### src/hw/rtl/sscev_pkg.sv
// Shared constants and types for the sensor snapshot change event block.
// Used by every module under hw/rtl; depends on nothing else.
`default_nettype none

package sscev_pkg;

    localparam int MAX_BYTES   = 16;
    localparam int POS_W       = $clog2(MAX_BYTES);
    localparam int COUNT_W     = 5;
    localparam int ADDR_W      = 16;
    localparam int BYTE_W      = 8;
    localparam int BIT_IDX_W   = 3;
    localparam int QUEUE_DEPTH = 2;
    localparam int QPTR_W      = $clog2(QUEUE_DEPTH);
    localparam int QCNT_W      = $clog2(QUEUE_DEPTH + 1);
    localparam int CFG_IDX_W   = 2;

    // Input item codes.
    localparam logic MODE_DATA   = 1'b0;
    localparam logic MODE_FORGET = 1'b1;

    // Configuration register indexes.
    localparam logic [CFG_IDX_W-1:0] REG_BASE_ADDR  = 2'd0;
    localparam logic [CFG_IDX_W-1:0] REG_BYTE_COUNT = 2'd1;

    localparam logic [ADDR_W-1:0]  BASE_ADDR_RESET  = 16'd1;
    localparam logic [COUNT_W-1:0] BYTE_COUNT_RESET = 5'd1;

    // One classified byte: address of its bit zero, the new bits, and the
    // mask of bits that must be reported.
    typedef struct packed {
        logic [ADDR_W-1:0] addr;
        logic [BYTE_W-1:0] bits;
        logic [BYTE_W-1:0] mask;
    } sscev_entry_t;

endpackage

`default_nettype wire

### src/hw/rtl/sscev_front.sv
// Front end: accepts input beats, compares them with the stored snapshot and
// pushes the changed-bit mask into the queue. Depends on sscev_pkg.
`default_nettype none

module sscev_front (
    input  wire logic                          clk,
    input  wire logic                          rst_n,
    input  wire logic                          in_valid,
    output logic                               in_stall,
    input  wire logic                          mode,
    input  wire logic [7:0]                    snapshot_byte,
    input  wire logic [sscev_pkg::ADDR_W-1:0]  base_addr,
    input  wire logic [sscev_pkg::COUNT_W-1:0] byte_count,
    input  wire logic                          q_full,
    output logic                               q_push,
    output sscev_pkg::sscev_entry_t            q_entry
);
    import sscev_pkg::*;

    logic [BYTE_W-1:0]  stored_reg [MAX_BYTES];
    logic [BYTE_W-1:0]  stored_next [MAX_BYTES];
    logic               known_reg;
    logic               known_next;
    logic [POS_W-1:0]   pos_reg;
    logic [POS_W-1:0]   pos_next;

    logic               accept;
    logic [BYTE_W-1:0]  diff;
    logic [COUNT_W-1:0] eff_count;
    logic [COUNT_W-1:0] pos_inc;

    assign in_stall = q_full;
    assign accept   = in_valid && !in_stall;

    always_comb
    begin
        if (byte_count == '0)
        begin
            eff_count = COUNT_W'(1);
        end
        else if (byte_count > COUNT_W'(MAX_BYTES))
        begin
            eff_count = COUNT_W'(MAX_BYTES);
        end
        else
        begin
            eff_count = byte_count;
        end
    end

    assign diff    = known_reg ? (stored_reg[pos_reg] ^ snapshot_byte) : {BYTE_W{1'b1}};
    assign pos_inc = COUNT_W'(pos_reg) + COUNT_W'(1);

    assign q_entry.addr = base_addr + {{(ADDR_W-POS_W-BIT_IDX_W){1'b0}}, pos_reg,
                                       {BIT_IDX_W{1'b0}}};
    assign q_entry.bits = snapshot_byte;
    assign q_entry.mask = diff;
    assign q_push       = accept && (mode == MODE_DATA) && (diff != '0);

    always_comb
    begin
        stored_next = stored_reg;
        known_next  = known_reg;
        pos_next    = pos_reg;
        if (accept)
        begin
            if (mode == MODE_FORGET)
            begin
                for (int i = 0; i < MAX_BYTES; i++)
                begin
                    stored_next[i] = '0;
                end
                known_next = 1'b0;
                pos_next   = '0;
            end
            else
            begin
                stored_next[pos_reg] = snapshot_byte;
                if (pos_inc >= eff_count)
                begin
                    pos_next   = '0;
                    known_next = 1'b1;
                end
                else
                begin
                    pos_next = pos_inc[POS_W-1:0];
                end
            end
        end
    end

    always_ff @(posedge clk or negedge rst_n)
    begin
        if (!rst_n)
        begin
            for (int i = 0; i < MAX_BYTES; i++)
            begin
                stored_reg[i] <= '0;
            end
            known_reg <= 1'b0;
            pos_reg   <= '0;
        end
        else
        begin
            stored_reg <= stored_next;
            known_reg  <= known_next;
            pos_reg    <= pos_next;
        end
    end

endmodule

`default_nettype wire

### src/hw/rtl/sscev_queue.sv
// Short queue of classified bytes between the front end and the emitter.
// Depends on sscev_pkg for the entry type and depth.
`default_nettype none

module sscev_queue (
    input  wire logic                    clk,
    input  wire logic                    rst_n,
    input  wire logic                    push,
    input  wire sscev_pkg::sscev_entry_t push_entry,
    input  wire logic                    pop,
    output sscev_pkg::sscev_entry_t      head,
    output logic                         not_empty,
    output logic                         full
);
    import sscev_pkg::*;

    sscev_entry_t        slot_reg [QUEUE_DEPTH];
    logic [QPTR_W-1:0]   wr_ptr_reg;
    logic [QPTR_W-1:0]   wr_ptr_next;
    logic [QPTR_W-1:0]   rd_ptr_reg;
    logic [QPTR_W-1:0]   rd_ptr_next;
    logic [QCNT_W-1:0]   count_reg;
    logic [QCNT_W-1:0]   count_next;

    assign head      = slot_reg[rd_ptr_reg];
    assign not_empty = (count_reg != '0);
    assign full      = (count_reg == QCNT_W'(QUEUE_DEPTH));

    always_comb
    begin
        wr_ptr_next = wr_ptr_reg;
        rd_ptr_next = rd_ptr_reg;
        count_next  = count_reg;
        if (push)
        begin
            wr_ptr_next = (wr_ptr_reg == QPTR_W'(QUEUE_DEPTH - 1)) ? '0
                                                                  : wr_ptr_reg + 1'b1;
        end
        if (pop)
        begin
            rd_ptr_next = (rd_ptr_reg == QPTR_W'(QUEUE_DEPTH - 1)) ? '0
                                                                  : rd_ptr_reg + 1'b1;
        end
        if (push && !pop)
        begin
            count_next = count_reg + 1'b1;
        end
        else if (pop && !push)
        begin
            count_next = count_reg - 1'b1;
        end
    end

    always_ff @(posedge clk)
    begin
        if (push)
        begin
            slot_reg[wr_ptr_reg] <= push_entry;
        end
    end

    always_ff @(posedge clk or negedge rst_n)
    begin
        if (!rst_n)
        begin
            wr_ptr_reg <= '0;
            rd_ptr_reg <= '0;
            count_reg  <= '0;
        end
        else
        begin
            wr_ptr_reg <= wr_ptr_next;
            rd_ptr_reg <= rd_ptr_next;
            count_reg  <= count_next;
        end
    end

endmodule

`default_nettype wire

### src/hw/rtl/sscev_back.sv
// Event emitter: walks the changed-bit mask of one queued byte, lowest bit
// first, one event beat per cycle while out_stall is low. Depends on sscev_pkg.
`default_nettype none

module sscev_back (
    input  wire logic                         clk,
    input  wire logic                         rst_n,
    input  wire sscev_pkg::sscev_entry_t      q_head,
    input  wire logic                         q_not_empty,
    output logic                              q_pop,
    output logic                              out_valid,
    input  wire logic                         out_stall,
    output logic [sscev_pkg::ADDR_W-1:0]      sensor_address,
    output logic                              occupied,
    output logic                              last_event
);
    import sscev_pkg::*;

    logic                  busy_reg;
    logic                  busy_next;
    logic [ADDR_W-1:0]     addr_reg;
    logic [ADDR_W-1:0]     addr_next;
    logic [BYTE_W-1:0]     bits_reg;
    logic [BYTE_W-1:0]     bits_next;
    logic [BYTE_W-1:0]     mask_reg;
    logic [BYTE_W-1:0]     mask_next;

    logic [BIT_IDX_W-1:0]  idx;
    logic [BYTE_W-1:0]     rest;
    logic                  fire;
    logic                  done;

    // Lowest set bit of the remaining mask.
    always_comb
    begin
        idx = '0;
        for (int i = BYTE_W - 1; i >= 0; i--)
        begin
            if (mask_reg[i])
            begin
                idx = BIT_IDX_W'(i);
            end
        end
    end

    assign rest       = mask_reg & (mask_reg - 1'b1);
    assign last_event = (rest == '0);
    assign fire       = busy_reg && !out_stall;
    assign done       = !busy_reg || (fire && last_event);
    assign q_pop      = done && q_not_empty;

    assign out_valid      = busy_reg;
    assign sensor_address = addr_reg + {{(ADDR_W-BIT_IDX_W){1'b0}}, idx};
    assign occupied       = bits_reg[idx];

    always_comb
    begin
        busy_next = busy_reg;
        addr_next = addr_reg;
        bits_next = bits_reg;
        mask_next = mask_reg;
        if (q_pop)
        begin
            busy_next = 1'b1;
            addr_next = q_head.addr;
            bits_next = q_head.bits;
            mask_next = q_head.mask;
        end
        else if (fire)
        begin
            mask_next = rest;
            busy_next = !last_event;
        end
    end

    always_ff @(posedge clk or negedge rst_n)
    begin
        if (!rst_n)
        begin
            busy_reg <= 1'b0;
            mask_reg <= '0;
        end
        else
        begin
            busy_reg <= busy_next;
            mask_reg <= mask_next;
        end
    end

    always_ff @(posedge clk)
    begin
        addr_reg <= addr_next;
        bits_reg <= bits_next;
    end

endmodule

`default_nettype wire

### src/hw/rtl/sensor_snapshot_change_events_top.sv
// Top level of the sensor snapshot change event block: configuration
// registers and the front end, queue and emitter. Depends on sscev_pkg.
`default_nettype none

// Snapshot bytes are taken one beat per cycle while the two-entry queue has
// room; a forget beat or an unchanged byte produces no event. Each byte with n
// reported bits gives n events from the event emitter, so the sustained rate
// is set by the emitter at one event per cycle while out_stall is low; every
// bit of a byte is reported on the first snapshot.
// Output stall backs up into the queue and then into the input stall.
// Configuration writes are always taken (cfg_ready is high) and must only be
// issued while the block is idle.
module sensor_snapshot_change_events_top (
    input  wire logic                            clk,
    input  wire logic                            rst_n,
    input  wire logic                            cfg_valid,
    output logic                                 cfg_ready,
    input  wire logic [sscev_pkg::CFG_IDX_W-1:0] cfg_index,
    input  wire logic [15:0]                     cfg_data,
    input  wire logic                            in_valid,
    output logic                                 in_stall,
    input  wire logic                            mode,
    input  wire logic [7:0]                      snapshot_byte,
    output logic                                 out_valid,
    input  wire logic                            out_stall,
    output logic [15:0]                          sensor_address,
    output logic                                 occupied,
    output logic                                 last_event
);
    import sscev_pkg::*;

    logic [ADDR_W-1:0]  base_addr_reg;
    logic [ADDR_W-1:0]  base_addr_next;
    logic [COUNT_W-1:0] byte_count_reg;
    logic [COUNT_W-1:0] byte_count_next;

    logic               q_push;
    logic               q_pop;
    logic               q_full;
    logic               q_not_empty;
    sscev_entry_t       q_entry;
    sscev_entry_t       q_head;

    assign cfg_ready = 1'b1;

    always_comb
    begin
        base_addr_next  = base_addr_reg;
        byte_count_next = byte_count_reg;
        if (cfg_valid && cfg_ready)
        begin
            unique case (cfg_index)
                REG_BASE_ADDR:  base_addr_next  = cfg_data;
                REG_BYTE_COUNT: byte_count_next = cfg_data[COUNT_W-1:0];
                default:        ;
            endcase
        end
    end

    always_ff @(posedge clk or negedge rst_n)
    begin
        if (!rst_n)
        begin
            base_addr_reg  <= BASE_ADDR_RESET;
            byte_count_reg <= BYTE_COUNT_RESET;
        end
        else
        begin
            base_addr_reg  <= base_addr_next;
            byte_count_reg <= byte_count_next;
        end
    end

    sscev_front u_front (
        .clk           (clk),
        .rst_n         (rst_n),
        .in_valid      (in_valid),
        .in_stall      (in_stall),
        .mode          (mode),
        .snapshot_byte (snapshot_byte),
        .base_addr     (base_addr_reg),
        .byte_count    (byte_count_reg),
        .q_full        (q_full),
        .q_push        (q_push),
        .q_entry       (q_entry)
    );

    sscev_queue u_queue (
        .clk        (clk),
        .rst_n      (rst_n),
        .push       (q_push),
        .push_entry (q_entry),
        .pop        (q_pop),
        .head       (q_head),
        .not_empty  (q_not_empty),
        .full       (q_full)
    );

    sscev_back u_back (
        .clk            (clk),
        .rst_n          (rst_n),
        .q_head         (q_head),
        .q_not_empty    (q_not_empty),
        .q_pop          (q_pop),
        .out_valid      (out_valid),
        .out_stall      (out_stall),
        .sensor_address (sensor_address),
        .occupied       (occupied),
        .last_event     (last_event)
    );

endmodule

`default_nettype wire

### config.mk
export PLATFORM = sky130hd
export DESIGN_NAME = sensor_snapshot_change_events_top
export DESIGN_NICKNAME = d
export VERILOG_FILES = /design/src/hw/rtl/sscev_pkg.sv /design/src/hw/rtl/sscev_front.sv /design/src/hw/rtl/sscev_queue.sv /design/src/hw/rtl/sscev_back.sv /design/src/hw/rtl/sensor_snapshot_change_events_top.sv
export SDC_FILE = /design/constraint.sdc
export NUM_CORES = 1
export LEC_CHECK = 0
export CORE_ASPECT_RATIO = 0.8
export CORE_UTILIZATION = 58
export CTS_CLUSTER_SIZE = 14
export DETAILED_ROUTE_END_ITERATION = 6
export DONT_BUFFER_PORTS = 1
export GPL_TIMING_DRIVEN = 0
export PLACE_DENSITY = 0.78
export SKIP_CTS_REPAIR_TIMING = 1
export SLEW_MARGIN = 25
export SYNTH_ARGS = -nofsm -noshare
export SYNTH_HDL_FRONTEND = slang
export SYNTH_SLANG_ARGS = --single-unit
### constraint.sdc
create_clock -name clk -period 4.4 [get_ports clk]
set_clock_uncertainty 0.2 [all_clocks]
set_input_delay 0.66 -clock clk [delete_from_list [all_inputs] [get_ports clk]]
set_output_delay 0.66 -clock clk [all_outputs]
set_load 0.01 [all_outputs]
==> flow_metrics.tcl <==
set metrics [dict create \
    final_cells 1359 \
    synth_edf_count 88 \
    rsz0062_at_grt "false" \
    clk_pin_slew_ns 0.06 \
    fmaxAchievable_mhz 243.1 \
    h-tree-depth 1 \
    setup_tns_ns 0 \
    drtIter0Drc 1160 \
    core_area_um2 20820 \
    min_period_over_period_pct 93.50 \
    grt_max_degree 168 \
    crit_top_cell "a21oi_1" \
    hold_viol_final 167 \
    avgViaCountPerCell 6.459 \
    wl_per_cell_um 22.22 \
    dpl.cell_count 1313 \
    synth_area_um2 12400 \
    synth_fp_nets 1093 \
    ios 53 \
    hpwl_mm 20.39 \
    numCtsBuffers 25 \
    arrival_ns 3.25 \
    initial_utilization_pct 59.56 \
    syn_avg_cell_area_um2 11.90 \
    synth_ff_type "dfrtp_1" \
    cts_buffer_depth 3 \
    regArea_um2 6824 \
    cp.required_ns 3.54 \
    async_flop_share_pct 65.49 \
    max_stage_delay_ns 0.41 \
    power_density_nw_per_um2 602.5 \
    finalSetupViolations 0 \
    dr.pass1.iters 7 \
    fin_nets 1122 \
    cts_tree "done" \
    status "finished, violations left" \
    multiInputGateArea_um2 5135 \
    antenna_found_initial 0 \
    power.leakage_uw 0.005535 \
    end_kind "output port" \
    cts_root_buf "clkbuf_16" \
    n_antenna_cell 0 \
    grt_pass1_vias 8418 \
    die_y_um 132.8 \
    io_buffers 0 \
    vias 8778 \
    grt_first_pass_wirelength_mm 46.91 \
    slew_headroom_pct 36.33 \
    clk_latency_ns 0.54 \
    clkSinkCount 255 \
    fillers 1558 \
    crit_slowest_cell "fa_1" \
    crit_type "flop to output port" \
    critPathLaunchType "flop" \
    area_delta_synth_final_pct 9.930 \
    hold_class "input pin to async pin" \
    drc 19 \
    min_period_ns 4.114 \
    path_delay_family "compound AO/OA/AOI/OAI gates" \
    die-area_um2 21970 \
    fin_hold_ws_ns -0.3716 \
    grt_usage_pct 28.04 \
    row_count 47 \
    largest_reg_flops 128 \
    slew_viol_final 0 \
    die_x_um 165.5 \
    ys_types 60 \
    synth_cells 1042 \
    violations "DRC, hold timing" \
    ys.warnings.count 0 \
    layout-drive-gt1-share_pct 13.76 \
    drtAntennaViolNets 0 \
    ys_seq_elements 255 \
    fin_total_pwr_uw 8212 \
    critPathMaxFanout 9 \
    maxCapViolCount 0 \
    finalWirelength_mm 30.20 \
    grt_overflow_total 0 \
    tightest_slew_ns 0.9540 \
    ir_drop_v 0.0003536 \
    critical_path.cell_chain "clkbuf_1 > a21o_1 > a21oi_1 > o21ai_2 > inv_1 > ha_1 > fa_1 > a21oi_1 > nor2_1 > and2_1 > nand4_1 > xnor2_1" \
    place.gp.congestion 0.9301 \
    cp.buffers_inverters 2 \
    yosysSeqAreaShare_pct 55.04 \
]
==> area by class of cell <==
class | instances | area share (%)
Tap cell | 269 | 2.469
Sequential cell | 255 | 50.07
Buffer | 71 | 2.892
Inverter | 18 | 0.4957
Clock inverter | 10 | 0.8446
Timing Repair Buffer | 2 | 0.2938
Multi-Input combinational cell | 698 | 37.68
Clock buffer | 36 | 5.260
==> cells in the mapped netlist, drive strengths merged, types with 8 or more instances <==
cell | number | area share [%]
o22ai | 10 | 0.50
nor2b | 8 | 0.46
edfxtp | 88 | 21
buf | 22 | 1.7
clkbuf | 49 | 1.5
nor4 | 8 | 0.40
o21a | 8 | 0.48
nand3 | 19 | 0.77
ha | 17 | 1.7
mux2i | 44 | 3.6
a22oi | 73 | 4.4
nand2 | 101 | 3.1
dfrtp | 165 | 33
nor3 | 24 | 1.0
and2 | 8 | 0.40
mux4 | 8 | 1.5
a21o | 14 | 0.85
nor2 | 34 | 1.1
o21ai | 90 | 3.8
inv | 18 | 0.54
and3 | 13 | 0.66
mux2 | 62 | 5.6
xor2 | 13 | 0.92
xnor2 | 19 | 1.4
a22o | 72 | 5.1
==> per-stage QoR <==
step	util, %	area, um2	setup slack, ns
floorplan	-	12400	0.3957
global route	65.47	13630	0.01691
finish	65.47	13630	0.2860
global placement	61.17	12730	-0.6448
detailed placement	61.43	12790	0.6967
CTS	65.43	13620	0.09985
==> cell families (layout without fill, tap and decap cells) <==
family,Yosys count,in the layout,synth area share [%]
AND/OR/NAND/NOR,242,242,9.557
flip-flops,255,255,55.04
multiplexers,114,114,10.64
XOR/XNOR,32,32,2.321
AO/OA/AOI/OAI,288,288,16.49
other,1,1,0.03025
adder cells (fa/ha/maj),21,21,2.200
buffers and inverters,89,137,3.724
==> where the power goes <==
part	switching, uW	total [uW]	internal (uW)
clock network	906	2160	1260
registers	311	3370	3060
logic	1580	2680	1100
total	2800	8210	5410
==> layer usage <==
| metal | routed length, um | up-vias | track usage (%) |
|---|---|---|---|
| li1 | - | 3939 | - |
| met2 | 13190 | 451 | 41.23 |
| met1 | 13040 | 4315 | 41.87 |
| met5 | 0 | - | 0 |
| met4 | 954 | 0 | 8.788 |
| met3 | 3016 | 73 | 5.768 |
==> placed cells by master (no fill, tap or decap), drive strengths merged, types with 6 or more instances in the layout <==
master / n
dfrtp: 165
nand2: 101
o21ai: 90
edfxtp: 88
clkbuf: 85
a22oi: 73
a22o: 72
mux2: 62
mux2i: 44
nor2: 34
nor3: 24
buf: 24
nand3: 19
inv: 19
xnor2: 19
ha: 17
a21o: 14
and3: 13
xor2: 13
o22ai: 10
mux4: 8
nor4: 8
o21a: 8
and2: 8
nor2b: 8
a21oi: 7
nand2b: 7
nor3b: 6
clkinv: 6
==> path summary, 6_finish.rpt <==
path	from	endpoint	slack, ns	cells past startpoint
worst max-delay path	u_back.mask_reg[4]	sensor_address[14]	0.29	12
min in group clk	snapshot_byte[0]	u_queue.slot_reg[1][8]	0.01	0
worst min-delay path	rst_n	u_front.stored_reg[101]	-0.37	0
max in group asynchronous	rst_n	byte_count_reg[0]	4.10	0
worst min register to register	base_addr_reg[1]	u_queue.slot_reg[1][17]	0.27	0
worst max register to register	u_front.pos_reg[1]	u_front.pos_reg[2]	0.83	12
(Power assumes the default switching activity.)
